`src/hw/rtl/clp_pkg.sv`:
```
package clp_pkg;

  typedef enum logic [2:0] {
    CMD_INIT       = 3'd0,
    CMD_WRITE_CHAR = 3'd1,
    CMD_SET_CURSOR = 3'd2,
    CMD_CLEAR      = 3'd3,
    CMD_HOME       = 3'd4,
    CMD_DISPLAY_EN = 3'd5,
    CMD_CURSOR_EN  = 3'd6,
    CMD_BLINK_EN   = 3'd7
  } cmd_e;

  typedef enum logic [1:0] {
    JOB_ERR  = 2'd0,
    JOB_INIT = 2'd1,
    JOB_BYTE = 2'd2
  } job_kind_e;

  localparam logic [2:0]  FLAG_DISPLAY = 3'b100;
  localparam logic [2:0]  FLAG_CURSOR  = 3'b010;
  localparam logic [2:0]  FLAG_BLINK   = 3'b001;

  localparam logic [7:0]  BYTE_CLEAR   = 8'h01;
  localparam logic [7:0]  BYTE_HOME    = 8'h02;

  localparam logic [15:0] PRE_POWER_UP = 16'd50000;
  localparam logic [12:0] POST_HIGH    = 13'd50;
  localparam logic [12:0] POST_DATA    = 13'd100;
  localparam logic [12:0] POST_INSTR   = 13'd150;
  localparam logic [12:0] POST_SLOW    = 13'd2150;

  localparam logic [3:0]  INIT_LAST    = 4'd15;

  // One queued request, ready for the strobe sequencer.
  typedef struct packed {
    job_kind_e   kind;
    logic        rs;
    logic [7:0]  data;
    logic [12:0] post_low;
  } job_t;

  typedef struct packed {
    logic        strobe_valid;
    logic        reg_select;
    logic [3:0]  nibble;
    logic [15:0] pre_wait_us;
    logic [12:0] post_wait_us;
    logic        status;
    logic        last;
  } res_t;

  typedef struct packed {
    logic [3:0]  nibble;
    logic [15:0] pre_wait_us;
    logic [12:0] post_wait_us;
  } init_ent_t;

  // Power-up strobe sequence: three wake-up nibbles, the switch to 4-bit mode,
  // then function set, display setup, clear and entry mode as byte pairs.
  function automatic init_ent_t init_entry(input logic [3:0] idx);
    init_ent_t e;
    e.pre_wait_us = '0;
    unique case (idx)
      4'd0: begin
        e.nibble = 4'h3; e.pre_wait_us = PRE_POWER_UP; e.post_wait_us = 13'd4550;
      end
      4'd1:  begin e.nibble = 4'h3; e.post_wait_us = 13'd200;  end
      4'd2:  begin e.nibble = 4'h3; e.post_wait_us = POST_HIGH; end
      4'd3:  begin e.nibble = 4'h2; e.post_wait_us = POST_DATA; end
      4'd4:  begin e.nibble = 4'h2; e.post_wait_us = POST_HIGH; end
      4'd5:  begin e.nibble = 4'h8; e.post_wait_us = POST_INSTR; end
      4'd6:  begin e.nibble = 4'h0; e.post_wait_us = POST_HIGH; end
      4'd7:  begin e.nibble = 4'hF; e.post_wait_us = POST_INSTR; end
      4'd8:  begin e.nibble = 4'h0; e.post_wait_us = POST_HIGH; end
      4'd9:  begin e.nibble = 4'hD; e.post_wait_us = POST_INSTR; end
      4'd10: begin e.nibble = 4'h0; e.post_wait_us = POST_HIGH; end
      4'd11: begin e.nibble = 4'hC; e.post_wait_us = POST_INSTR; end
      4'd12: begin e.nibble = 4'h0; e.post_wait_us = POST_HIGH; end
      4'd13: begin e.nibble = 4'h1; e.post_wait_us = 13'd4150; end
      4'd14: begin e.nibble = 4'h0; e.post_wait_us = POST_HIGH; end
      4'd15: begin e.nibble = 4'h6; e.post_wait_us = POST_INSTR; end
    endcase
    return e;
  endfunction

endpackage

```
`src/hw/rtl/clp_front.sv`:
```
module clp_front import clp_pkg::*; (
  input  logic       clk_i,
  input  logic       rst_ni,
  input  logic       push_i,
  output logic       full_o,
  input  logic [2:0] command_i,
  input  logic [7:0] char_code_i,
  input  logic [5:0] column_i,
  input  logic [1:0] row_i,
  input  logic       enable_i,
  output logic       job_valid_o,
  output job_t       job_o,
  input  logic       job_pop_i
);

  logic       init_q, init_d;
  logic [2:0] flags_q, flags_d;
  logic [2:0] mask;
  job_t       jb;
  logic       accept;
  cmd_e       cmd;

  job_t       slot_q [2];
  logic       wr_ptr_q, rd_ptr_q;
  logic [1:0] cnt_q;

  assign cmd    = cmd_e'(command_i);
  assign full_o = (cnt_q == 2'd2);
  assign accept = push_i && !full_o;

  always_comb begin
    jb.kind     = JOB_BYTE;
    jb.rs       = 1'b0;
    jb.data     = '0;
    jb.post_low = POST_INSTR;
    init_d      = init_q;
    flags_d     = flags_q;
    mask        = '0;
    if (cmd == CMD_INIT) begin
      jb.kind = JOB_INIT;
      init_d  = 1'b1;
      flags_d = FLAG_DISPLAY;
    end else if (!init_q) begin
      jb.kind = JOB_ERR;
    end else begin
      unique case (cmd)
        CMD_INIT: ;
        CMD_WRITE_CHAR: begin
          jb.rs       = 1'b1;
          jb.data     = char_code_i;
          jb.post_low = POST_DATA;
        end
        CMD_SET_CURSOR: jb.data = {1'b1, (row_i == 2'd1), column_i};
        CMD_CLEAR: begin
          jb.data     = BYTE_CLEAR;
          jb.post_low = POST_SLOW;
        end
        CMD_HOME: begin
          jb.data     = BYTE_HOME;
          jb.post_low = POST_SLOW;
        end
        CMD_DISPLAY_EN, CMD_CURSOR_EN, CMD_BLINK_EN: begin
          mask = (cmd == CMD_DISPLAY_EN) ? FLAG_DISPLAY :
                 (cmd == CMD_CURSOR_EN)  ? FLAG_CURSOR  : FLAG_BLINK;
          flags_d = enable_i ? (flags_q | mask) : (flags_q & ~mask);
          jb.data = {5'b00001, flags_d};
        end
      endcase
    end
    if (!accept) begin
      init_d  = init_q;
      flags_d = flags_q;
    end
  end

  always_ff @(posedge clk_i or negedge rst_ni) begin
    if (!rst_ni) begin
      init_q   <= 1'b0;
      flags_q  <= '0;
      wr_ptr_q <= 1'b0;
      rd_ptr_q <= 1'b0;
      cnt_q    <= '0;
    end else begin
      init_q  <= init_d;
      flags_q <= flags_d;
      if (accept) wr_ptr_q <= ~wr_ptr_q;
      if (job_pop_i) rd_ptr_q <= ~rd_ptr_q;
      if (accept && !job_pop_i) cnt_q <= cnt_q + 2'd1;
      else if (!accept && job_pop_i) cnt_q <= cnt_q - 2'd1;
    end
  end

  always_ff @(posedge clk_i) begin
    if (accept) slot_q[wr_ptr_q] <= jb;
  end

  assign job_valid_o = (cnt_q != 2'd0);
  assign job_o       = slot_q[rd_ptr_q];

endmodule

```
`src/hw/rtl/clp_back.sv`:
```
module clp_back import clp_pkg::*; (
  input  logic clk_i,
  input  logic rst_ni,
  input  logic job_valid_i,
  input  job_t job_i,
  output logic job_pop_o,
  output logic empty_o,
  input  logic pop_i,
  output res_t res_o
);

  job_t       cur_q;
  logic       active_q;
  logic [3:0] step_q;
  res_t       res;
  init_ent_t  ie;
  logic       is_last;
  logic       emit;
  logic       popped;

  res_t       slot_q [2];
  logic       wr_ptr_q, rd_ptr_q;
  logic [1:0] cnt_q;

  assign ie = init_entry(step_q);

  always_comb begin
    res.strobe_valid = 1'b1;
    res.reg_select   = cur_q.rs;
    res.nibble       = step_q[0] ? cur_q.data[3:0] : cur_q.data[7:4];
    res.pre_wait_us  = '0;
    res.post_wait_us = step_q[0] ? cur_q.post_low : POST_HIGH;
    res.status       = 1'b0;
    is_last          = step_q[0];
    unique case (cur_q.kind)
      JOB_ERR: begin
        res.strobe_valid = 1'b0;
        res.reg_select   = 1'b0;
        res.nibble       = '0;
        res.post_wait_us = '0;
        res.status       = 1'b1;
        is_last          = 1'b1;
      end
      JOB_INIT: begin
        res.reg_select   = 1'b0;
        res.nibble       = ie.nibble;
        res.pre_wait_us  = ie.pre_wait_us;
        res.post_wait_us = ie.post_wait_us;
        is_last          = (step_q == INIT_LAST);
      end
      JOB_BYTE: ;
      default: ;
    endcase
    res.last = is_last;
  end

  assign emit      = active_q && (cnt_q != 2'd2);
  assign popped    = pop_i && !empty_o;
  // The next job loads in the same cycle the current one emits its last word.
  assign job_pop_o = job_valid_i && (!active_q || (emit && is_last));

  always_ff @(posedge clk_i or negedge rst_ni) begin
    if (!rst_ni) begin
      active_q <= 1'b0;
      step_q   <= '0;
      wr_ptr_q <= 1'b0;
      rd_ptr_q <= 1'b0;
      cnt_q    <= '0;
    end else begin
      if (job_pop_o) begin
        active_q <= 1'b1;
        step_q   <= '0;
      end else if (emit) begin
        if (is_last) active_q <= 1'b0;
        step_q <= step_q + 4'd1;
      end
      if (emit) wr_ptr_q <= ~wr_ptr_q;
      if (popped) rd_ptr_q <= ~rd_ptr_q;
      if (emit && !popped) cnt_q <= cnt_q + 2'd1;
      else if (!emit && popped) cnt_q <= cnt_q - 2'd1;
    end
  end

  always_ff @(posedge clk_i) begin
    if (job_pop_o) cur_q <= job_i;
    if (emit) slot_q[wr_ptr_q] <= res;
  end

  assign empty_o = (cnt_q == 2'd0);
  assign res_o   = slot_q[rd_ptr_q];

endmodule

```
`src/hw/rtl/char_lcd_nibble_interface_unit.sv`:
```
// Request sequencer for a 4-bit character LCD. Each request (init, write
// character, set cursor, clear, home, display/cursor/blink enable) becomes a
// run of result words, one per enable strobe, each with RS level, nibble and
// the microsecond waits before and after; the timing itself is done
// downstream. The front accepts one request per cycle, unless full, into a
// two-entry job queue; the strobe sequencer behind it emits one word per
// cycle, unless its two-entry result queue is full. A byte request becomes
// two words, init sixteen, and a request made before init one error word. No
// clearing pass follows reset; requests are taken from the first cycle after reset.
module char_lcd_nibble_interface_unit import clp_pkg::*; (
  input  logic        clk_i,
  input  logic        rst_ni,
  input  logic        push,
  output logic        full,
  input  logic [2:0]  command_i,
  input  logic [7:0]  char_code_i,
  input  logic [5:0]  column_i,
  input  logic [1:0]  row_i,
  input  logic        enable_i,
  output logic        empty,
  input  logic        pop,
  output logic        strobe_valid_o,
  output logic        reg_select_o,
  output logic [3:0]  nibble_o,
  output logic [15:0] pre_wait_us_o,
  output logic [12:0] post_wait_us_o,
  output logic        status_o,
  output logic        last_o
);

  logic job_valid;
  logic job_pop;
  job_t job;
  res_t res;

  clp_front u_front (
    .clk_i       (clk_i),
    .rst_ni      (rst_ni),
    .push_i      (push),
    .full_o      (full),
    .command_i   (command_i),
    .char_code_i (char_code_i),
    .column_i    (column_i),
    .row_i       (row_i),
    .enable_i    (enable_i),
    .job_valid_o (job_valid),
    .job_o       (job),
    .job_pop_i   (job_pop)
  );

  clp_back u_back (
    .clk_i       (clk_i),
    .rst_ni      (rst_ni),
    .job_valid_i (job_valid),
    .job_i       (job),
    .job_pop_o   (job_pop),
    .empty_o     (empty),
    .pop_i       (pop),
    .res_o       (res)
  );

  assign strobe_valid_o = res.strobe_valid;
  assign reg_select_o   = res.reg_select;
  assign nibble_o       = res.nibble;
  assign pre_wait_us_o  = res.pre_wait_us;
  assign post_wait_us_o = res.post_wait_us;
  assign status_o       = res.status;
  assign last_o         = res.last;

endmodule

```
`config.mk`:
```
export PLATFORM = sky130hd
export DESIGN_NAME = char_lcd_nibble_interface_unit
export DESIGN_NICKNAME = d
export VERILOG_FILES = /design/src/hw/rtl/clp_pkg.sv /design/src/hw/rtl/clp_front.sv /design/src/hw/rtl/clp_back.sv /design/src/hw/rtl/char_lcd_nibble_interface_unit.sv
export SDC_FILE = /design/constraint.sdc
export NUM_CORES = 1
export LEC_CHECK = 0
export ABC_AREA = 0
export BUFFER_PORTS_ARGS = -buffer_cell sky130_fd_sc_hd__buf_2
export CORE_AREA = 2 2 92 129
export DETAILED_ROUTE_END_ITERATION = 6
export DIE_AREA = 0 0 94 131
export PLACE_DENSITY = 0.59
export SLEW_MARGIN = 10
export SYNTH_ARGS = -nofsm -noshare
export SYNTH_HDL_FRONTEND = slang
export SYNTH_SLANG_ARGS = --single-unit
```
`constraint.sdc`:
```
create_clock -name clk_i -period 2.9 [get_ports clk_i]
set_clock_uncertainty 0.1 [all_clocks]
set_input_delay 0.58 -clock clk_i [delete_from_list [all_inputs] [get_ports clk_i]]
set_output_delay 0.58 -clock clk_i [all_outputs]
set_load 0.01 [all_outputs]
```
==> results.md <==
* Status: completed
* Clk Latency, worst-skew pair at 340 ps
* Clock root cell: clkbuf_16
* Library cells used by synthesis at 61
* Resized Gates After CTS at 0
* # H-tree levels at 3
* Avg WL per Cell at 15.4 um
* Crit-path cells: ha_1 > nand3_4 > and3_1 > or3_1 > ha_1 > nor2_1 > xor2_1
* Yosys top cell area share at 50.9%
* Max-capacitance violation count at 0
* First-pass GRT wire length at 14200 um
* Gpl congestion at 0.860
* Slew @ Worst Pin at 704 ps
* CP startpoint: u_back.step_q[1]$_DFFE_PN0P_
* Required time worst endpoint at 3060 ps
* CP max stage cell: dfrtp_1
* CP dominant cell by count: ha_1
* Vias in the first global route at 2987
* Min setup slack post-route at 485 ps
* # hold bufs at CTS at 0
* Initial core utilization at 43.6%
* Die Ht at 131 um
* Remaining DRCs at 0
* Pins over their slew limit at 0
* PortBufs at 49
* Synth Cell Area at 0.00489 mm2
* CTS tree: yes
* Async set-reset flop share out of synthesis at 17.0%
* # diodes at 0
* Critical Path Start Type: flip-flop
* CTS Buf Count at 9
* Register area share after synthesis at 59.6%
* PnR Total Power at 6540 uW
* Hold slack final at 66.8 ps
* RR Startpoint: u_back.step_q[1]$_DFFE_PN0P_
* Mapped Cells at 372
* Vias/cell at 5.37
* Yosys top cell by area: edfxtp_1
* # rows at 46
* Area contributors post-synth: edfxtp_1 51%, dfrtp_1 8.7%, mux2_2 8.3%
* Router iterations before antenna repair at 4
* Grt ovf at 0
* Final ANT Viol Nets at 0
* PD cells at 1190 mW/mm2
* Share of layout cells above drive strength 1 at 28.9%
* TNS Setup at 0 ps
* Final Hold Viols at 0
* Critical path peak fanout at 8
* Worst r2r dst: u_front.cnt_q[1]$_DFFE_PN0P_
* Slack of the worst reg-to-reg path at 480 ps
* Initial DRC count at 127
* Detail Placement HPWL at 6280 um
* Crit. End Element: flip-flop
* Clock buffer depth at 2
* Pin count of the biggest net entering global routing at 21
* Total GRT Usage at 15.0%
* Worst path max stage delay at 440 ps
* Worst EP arrival at 2580 ps
* Initial antenna violation count at 0
* Clock transition at path regs at 70 ps
* Pre-CTS setup slack at 508 ps
* IO Pins at 63
* Worst VDD drop at 0.000352 V
* Unrepaired setup endpoints after global routing: false
* Final Critical Period at 2420 ps
* Setup-failing EPs final at 0
* Setup bufs post-CTS at 0
* Static leakage at 0.00208 uW
* Die ar. at 0.0123 mm2
* Top FF cell, synth: edfxtp_1
* Final WL at 8690 um
* Synth Register Bits at 100
* Fmax achieved at 0.414 GHz
* Setup CP Type: reg -> reg
* Max_slew headroom at 53.1%
* Die X at 94 um
* Via count at 3022
* Period Utilization, post-route at 83.3%
* Area Growth Syn to Fin at 12.0%
* R2R cell count at 7
* Mean post-synth cell area at 13.2 um2
* Yosys warnings at 0
* Post-synth EDFFs at 83
* Final nets at 445
* Worst min path class: in -> async
* Worst setup path end: u_front.cnt_q[1]$_DFFE_PN0P_
* CTS Sinks at 100
* CORE AREA at 0.0112 mm2
==> how the worst min path moves through the flow <==
stage / start / to / slack (ps)
after floorplan: rst_ni / u_back.active_q$_DFFE_PN0P_ / 180
after global placement: u_back.rd_ptr_q$_DFFE_PN0P_ / u_back.rd_ptr_q$_DFFE_PN0P_ / 370
after detailed placement: u_back.rd_ptr_q$_DFFE_PN0P_ / u_back.rd_ptr_q$_DFFE_PN0P_ / 370
after CTS: rst_ni / u_front.flags_q[2]$_DFFE_PN0P_ / 70
after global routing: rst_ni / u_front.flags_q[2]$_DFFE_PN0P_ / 100
final: rst_ni / u_front.flags_q[2]$_DFFE_PN0P_ / 70
==> critical path: cells and delay by family (launching register included) <==
family / cells / cell delay (ps)
simple gates: 4 / 880
fa+ha+maj: 2 / 760
flops: 1 / 440
xor+xnor: 1 / 150
==> registers in the layout, summed over array words and instances, names as in the netlist <==
register,count
u_back.wr_ptr_q,1
u_back.slot_q,38
u_front.slot_q,30
u_back.cnt_q,2
u_back.rd_ptr_q,1
u_front.flags_q,3
u_front.cnt_q,2
u_front.rd_ptr_q,1
u_front.wr_ptr_q,1
u_front.init_q,1
u_back.step_q,4
u_back.cur_q,15
u_back.active_q,1
==> layout by cell type, fill, tap and decap left out, drive strengths merged, types with 5 or more instances in the layout <==
cell	count
edfxtp	83
buf	59
mux2	36
nor2	21
dfrtp	17
inv	17
o21ai	15
nand2	13
conb	13
and3	10
clkbuf	10
a21oi	7
ha	7
nand3	7
nand2b	6
xnor2	6
nor2b	5
o22ai	5
xor2	5
a211oi	5
==> logic make-up (layout without fill, tap and decap cells) <==
group | after synthesis | after routing | share of synthesized area, %
multiplexers | 39 | 39 | 8.90
buffers and inverters | 55 | 90 | 6.50
AO/OA/AOI/OAI | 70 | 70 | 11.1
flip-flops | 100 | 100 | 59.6
XOR/XNOR | 11 | 11 | 1.97
other | 1 | 13 | 0.0767
AND/OR/NAND/NOR | 88 | 88 | 9.85
adder cells (fa/ha/maj) | 8 | 8 | 1.99
==> synth_stat cells (all sizes together) (2+ instances only) <==
| cell type | number |
|---|---|
| o22ai | 5 |
| a221oi | 4 |
| a311oi | 3 |
| mux2i | 3 |
| nor2 | 21 |
| o211ai | 3 |
| a211oi | 5 |
| or2 | 4 |
| a22oi | 3 |
| dfrtp | 17 |
| o21ai | 15 |
| nor2b | 5 |
| mux2 | 36 |
| nand4 | 3 |
| nor3b | 2 |
| nor3 | 3 |
| a32oi | 2 |
| edfxtp | 83 |
| nand3 | 7 |
| xor2 | 5 |
| nand2b | 6 |
| nand2 | 13 |
| a2111oi | 2 |
| or3 | 2 |
| a21oi | 7 |
| o21a | 3 |
| o32ai | 2 |
| clkbuf | 9 |
| o221ai | 4 |
| ha | 7 |
| inv | 15 |
| o22a | 2 |
| nor4 | 2 |
| and2 | 4 |
| xnor2 | 6 |
| and3 | 10 |
| buf | 31 |
==> area by class of cell <==
| class | instances | area [um2] |
|---|---|---|
| Multi-Input combinational cell | 229 | 1710 |
| Clock buffer | 10 | 229 |
| Fill cell | 1014 | 5740 |
| Tap cell | 144 | 180 |
| Sequential cell | 100 | 2920 |
| Clock inverter | 6 | 71.3 |
| Inverter | 15 | 56.3 |
| Timing Repair Buffer | 59 | 320 |
==> stage by stage <==
stage / instances / cell area, um2 / utilization [%]
2_1_floorplan: 384 / 4940 / -
3_3_place_gp: 547 / 5180 / 46.2
3_5_place_dp: 547 / 5180 / 46.2
4_1_cts: 563 / 5480 / 48.8
5_1_grt: 563 / 5480 / 48.8
6_report: 563 / 5480 / 48.8
==> per-layer routing <==
| layer | part of all wire [%] | wire, um | vias up | GRT usage, % |
|---|---|---|---|---|
| met5 | 0 | 0 | - | 0 |
| met4 | 1.9 | 161 | 0 | 7.59 |
| met3 | 3.9 | 342 | 11 | 2.81 |
| met2 | 55 | 4780 | 81 | 28.2 |
| met1 | 39 | 3410 | 1471 | 16.0 |
| li1 | - | - | 1459 | - |
==> power breakdown <==
group	internal, uW	switching, uW	total [uW]
Sequential	2460	283	2740
Combinational	1120	1490	2610
Clock	676	515	1190
Total	4250	2290	6540
(Power assumes the default switching activity.)
